`src/hw/rtl/rpd_pkg.sv`:
```
// ----------------------------------------------------------------------------
// RSSI presence detector package
// Shared types, register indexes, reset values and constants of the detector.
// ----------------------------------------------------------------------------
package rpd_pkg;

    // Defaults for the top-level parameters.
    localparam int unsigned HIT_DEPTH_DEF       = 128;
    localparam int unsigned STARTUP_SILENCE_DEF = 4000;

    // Company identifier that an advertisement must carry to be counted.
    localparam logic [15:0] WANTED_COMPANY = 16'h004C;

    // Gap reported when no strong hit is stored or the gap is too large.
    localparam logic [19:0] GAP_NONE = 20'd999999;

    // Level reported before any advertisement has been stored.
    localparam logic signed [7:0] LEVEL_INIT = -8'sd127;

    // Item commands.
    localparam logic CMD_ADVERT = 1'b0;
    localparam logic CMD_EVAL   = 1'b1;

    // Configuration register indexes.
    typedef enum logic [2:0] {
        CFG_STRONG_THR   = 3'd0,
        CFG_VERY_THR     = 3'd1,
        CFG_HITS_REQ     = 3'd2,
        CFG_PRUNE_AGE    = 3'd3,
        CFG_VERY_AGE_MS  = 3'd4,
        CFG_HOLD_GAP     = 3'd5
    } cfg_idx_t;

    // Configuration reset values.
    localparam logic signed [7:0] STRONG_THR_RST  = -8'sd56;
    localparam logic signed [7:0] VERY_THR_RST    = -8'sd52;
    localparam logic [2:0]        HITS_REQ_RST    = 3'd2;
    localparam logic [15:0]       PRUNE_AGE_RST   = 16'd20000;
    localparam logic [15:0]       VERY_AGE_MS_RST = 16'd15000;
    localparam logic [17:0]       HOLD_GAP_RST    = 18'd60000;

    localparam int unsigned CFG_DATA_W = 18;

    typedef struct packed {
        logic signed [7:0] strong_thr;
        logic signed [7:0] very_thr;
        logic [2:0]        hits_required;
        logic [15:0]       prune_age;
        logic [15:0]       very_age_ms;
        logic [17:0]       hold_gap;
    } cfg_t;

    // One stored hit: time stamp and signal level.
    typedef struct packed {
        logic [31:0]       stamp;
        logic signed [7:0] level;
    } hit_t;

    // Controller to datapath commands.
    typedef struct packed {
        logic append;
        logic eval_start;
        logic scan;
        logic finish;
    } ctrl_cmd_t;

    // Datapath to controller status.
    typedef struct packed {
        logic eval_live;
        logic scan_done;
        logic out_free;
    } ctrl_status_t;

    // Controller states, one-hot.
    typedef enum logic [2:0] {
        ST_IDLE   = 3'b001,
        ST_SCAN   = 3'b010,
        ST_DECIDE = 3'b100
    } state_t;

endpackage

```
`src/hw/rtl/rpd_ctrl.sv`:
```
// ----------------------------------------------------------------------------
// RSSI presence detector controller
// Sequences item intake, the hit store scan and the final decision.
// ----------------------------------------------------------------------------
module rpd_ctrl
    import rpd_pkg::*;
(
    input  logic         clk,
    input  logic         rst_n,
    input  logic         in_valid,
    input  logic         in_command,
    output logic         in_ready,
    input  ctrl_status_t status,
    output ctrl_cmd_t    cmd
);

    state_t state_reg;
    state_t state_next;

    always_comb
    begin
        state_next = state_reg;
        cmd        = '0;
        in_ready   = 1'b0;
        unique case (state_reg)
            ST_IDLE:
            begin
                in_ready = 1'b1;
                if (in_valid)
                begin
                    if (in_command == CMD_ADVERT)
                    begin
                        cmd.append = 1'b1;
                    end
                    else if (status.eval_live)
                    begin
                        cmd.eval_start = 1'b1;
                        state_next     = ST_SCAN;
                    end
                end
            end
            ST_SCAN:
            begin
                cmd.scan = 1'b1;
                if (status.scan_done)
                begin
                    state_next = ST_DECIDE;
                end
            end
            ST_DECIDE:
            begin
                if (status.out_free)
                begin
                    cmd.finish = 1'b1;
                    state_next = ST_IDLE;
                end
            end
            default:
            begin
                state_next = ST_IDLE;
            end
        endcase
    end

    always_ff @(posedge clk or negedge rst_n)
    begin
        if (!rst_n)
        begin
            state_reg <= ST_IDLE;
        end
        else
        begin
            state_reg <= state_next;
        end
    end

endmodule

```
`config.mk`:
```
export PLATFORM = sky130hd
export DESIGN_NAME = rpd_ctrl
export DESIGN_NICKNAME = d
export VERILOG_FILES = /design/src/hw/rtl/rpd_pkg.sv /design/src/hw/rtl/rpd_ctrl.sv
export SDC_FILE = /design/constraint.sdc
export NUM_CORES = 1
export LEC_CHECK = 0
export ABC_AREA = 1
export BUFFER_PORTS_ARGS = -buffer_cell sky130_fd_sc_hd__buf_2
export CAP_MARGIN = 10
export CORE_AREA = 2 2 39 41
export CTS_CLUSTER_SIZE = 14
export DETAILED_ROUTE_END_ITERATION = 10
export DIE_AREA = 0 0 41 43
export HOLD_SLACK_MARGIN = 0.02
export PLACE_DENSITY = 0.42
export SLEW_MARGIN = 20
export SYNTH_ARGS = -nofsm -noshare
export SYNTH_HDL_FRONTEND = slang
export SYNTH_SLANG_ARGS = --single-unit
```
`constraint.sdc`:
```
create_clock -name clk -period 2.4 [get_ports clk]
set_clock_uncertainty 0.15 [all_clocks]
set_input_delay 0.12 -clock clk [delete_from_list [all_inputs] [get_ports clk]]
set_output_delay 0.12 -clock clk [all_outputs]
set_load 0.02 [all_outputs]
```
==> summary.md <==
| Metric | Value |
|---|---|
| Status | `finished, final reports clean` |
| NetSw | `112 uW` |
| Diodes inserted | `0` |
| CP Cell Sequence | `inv_2 > nor2_4 > nand2_2 > nor3b_2 > buf_2` |
| Worst-margin pin slew | `0.197 ns` |
| Root Driver | `clkbuf_4` |
| Final nets | `54` |
| Initial Utilization | `16.3%` |
| Worst Path Max Fanout | `3` |
| Routed wire length | `496 um` |
| LEAKAGE | `0.208 nW` |
| Register area share after synthesis | `33.9%` |
| Total die area | `1760 um2` |
| Num ports | `12` |
| Initial antenna violation count | `0` |
| Ratio of cells with drive above 1 in the final layout | `56.5%` |
| I/O Buffers | `11` |
| Final setup margin | `0.789 ns` |
| Gr usage total | `7.23%` |
| Power density over the cells | `834 nW/um2` |
| Antenna-violating nets left | `0` |
| Clock latency on the worst-skew pair | `0.23 ns` |
| First-pass GRT wire length | `807 um` |
| Reg power frac | `27.1%` |
| Fmax | `621 MHz` |
| GPL Wtd Cong | `0.741` |
| Clock share of power | `31.2%` |
| CTS Buf Count | `3` |
| Combinational Power Share | `41.7%` |
| CTS tree | `done` |
| Netlist Area Pre-Place | `225 um2` |
| Sw Ratio | `39.7%` |
| Syn Area/Cell | `7.51 um2` |
| Htree depth | `1` |
| DR WL/cell | `8.00 um` |
| Gate Count Post-Synth | `30` |
| Flops & latches, synth | `3` |
| Final setup fails | `0` |
| Setup_tns | `0 ns` |
| Syn Nets | `37` |
| DRT Pass-1 Iters | `2` |
| Global route total overflow | `0` |
| Worst slew margin relative to its limit | `86.7%` |
| Internal power consumption | `171 uW` |
| Vias per cell | `3.92` |
| Worst setup SP type | `flop` |
| Die Width | `41 um` |
| Largest net degree at the start of global routing | `6` |
| Maxcap violations | `0` |
| Crit share post-route | `67.1%` |
| DP Worst Slack | `1.04 ns` |
| Area after DPL | `293 um2` |
| Ys Warns | `0` |
| Worst hold path type | `in -> async` |
| Post-detail-place hpwl | `386 um` |
| Max reg flops | `3` |
| CP Capture Type | `output port` |
| CTS clk-pin slew, worst paths | `0.04 ns` |
| Final slew viol count | `0` |
| Synth cell types | `15` |
| Total number of vias | `243` |
| Cell area after layout | `339 um2` |
| Maximum vdd drop | `0.383 mV` |
| Total core area | `1380 um2` |
| Num Clock Sinks | `3` |
| Setup CP Type | `reg -> out` |
| CP max stage cell | `dfstp_2` |
| # resized after CTS | `0` |
| Tmin final | `1.61 ns` |
| Vias in the first global route | `222` |
| Final hold violations | `0` |
| Initial detailed-routing violation count | `3` |
| RSZ-0062 raised after global routing | `no` |
| Row cnt | `14` |
| Req. time, crit path | `2.13 ns` |
| CP arrival | `1.34 ns` |
| Clock Path Buffers | `2` |
| DR DRC count | `0` |
| Die Height | `43 um` |
| Crit path largest cell delay | `0.54 ns` |
| Area delta synth->final | `50.6%` |
## repair_timing
action,4_1_cts,5_1_grt
hold buffers,2,0
setup buffers,0,0
hold endpoints to repair,4,0
## layout by cell type, fill, tap and decap left out
| cell | instances |
|---|---|
| buf_2 | 11 |
| inv_1 | 4 |
| clkbuf_1 | 1 |
| nand3_2 | 1 |
| nand2_1 | 4 |
| nand3_1 | 3 |
| nor3b_2 | 1 |
| o21ai_2 | 1 |
| nand4_1 | 2 |
| nor4_1 | 1 |
| nor2_1 | 1 |
| dfstp_2 | 1 |
| inv_2 | 5 |
| nor2_4 | 1 |
| dfrtp_1 | 2 |
| clkbuf_4 | 3 |
| dlygate4sd3_1 | 2 |
| nand2_2 | 2 |
## final timing paths
check / from / endpoint / slack [ns] / cells after the start
worst max-delay path: state_reg[0] / cmd[3] / 0.79 / 5
worst min-delay path: rst_n / state_reg[2] / 0.06 / 2
worst max register to register: state_reg[0] / state_reg[2] / 1.17 / 5
worst min register to register: state_reg[2] / state_reg[0] / 0.51 / 3
max in group asynchronous: rst_n / state_reg[0] / 1.84 / 2
min in group clk: status[2] / state_reg[0] / 0.07 / 4
## per-stage QoR
stage	cells	power, mW	hold WS (ns)	util (%)
finish	62	0.283	0.0626	24.5
global route	62	0.309	0.0599	24.5
CTS	62	0.290	0.0555	24.5
detailed placement	56	0.193	-0.230	21.2
global placement	56	0.193	-0.230	21.2
floorplan	30	0.164	-0.326	-
## routing by layer
layer	routed length [um]	global-route usage (%)	up-vias
met5	0	0	-
met4	0	4.00	0
met3	61	6.28	0
met2	239	9.06	9
met1	196	8.04	111
li1	-	-	123
## logic make-up (layout without fill, tap and decap cells)
group | Yosys count | count (layout) | synth area share [%]
flops | 3 | 3 | 33.9
simple gates | 16 | 16 | 43.9
compound gates | 1 | 1 | 3.89
buf+inv | 10 | 26 | 18.3
## cell usage after synthesis (all sizes together)
cell	n	area [um2]
nand3	4	25.0
o21ai	1	8.76
dfstp	1	26.3
nor2	2	15.0
buf	1	7.51
nor4	1	6.26
dfrtp	2	50.1
inv	9	33.8
nand2	6	27.5
nor3b	1	12.5
nand4	2	12.5
## power groups by stage
stage,clock network (mW),registers [mW],logic (mW)
after global placement,0,0.0779,0.115
after global routing,0.101,0.0791,0.129
final,0.0882,0.0767,0.118
after CTS,0.0946,0.0770,0.118
after floorplan,0,0.0751,0.0893
after detailed placement,0,0.0776,0.115
## worst max-delay path: cells and delay by family, from the launching register on
kind / cells / cell delay [ns]
buffers and inverters: 2 / 0.24
and+or+nand+nor: 3 / 0.34
DFF: 1 / 0.54
## layout make-up
cell class | instances | area [um2]
Sequential cell | 3 | 76.3
Fill cell | 164 | 1040
Clock buffer | 4 | 26.3
Tap cell | 16 | 20.0
Multi-Input combinational cell | 17 | 108
Timing Repair Buffer | 13 | 75.1
Inverter | 9 | 33.8
No activity file was read; power rests on OpenSTA's default activity.
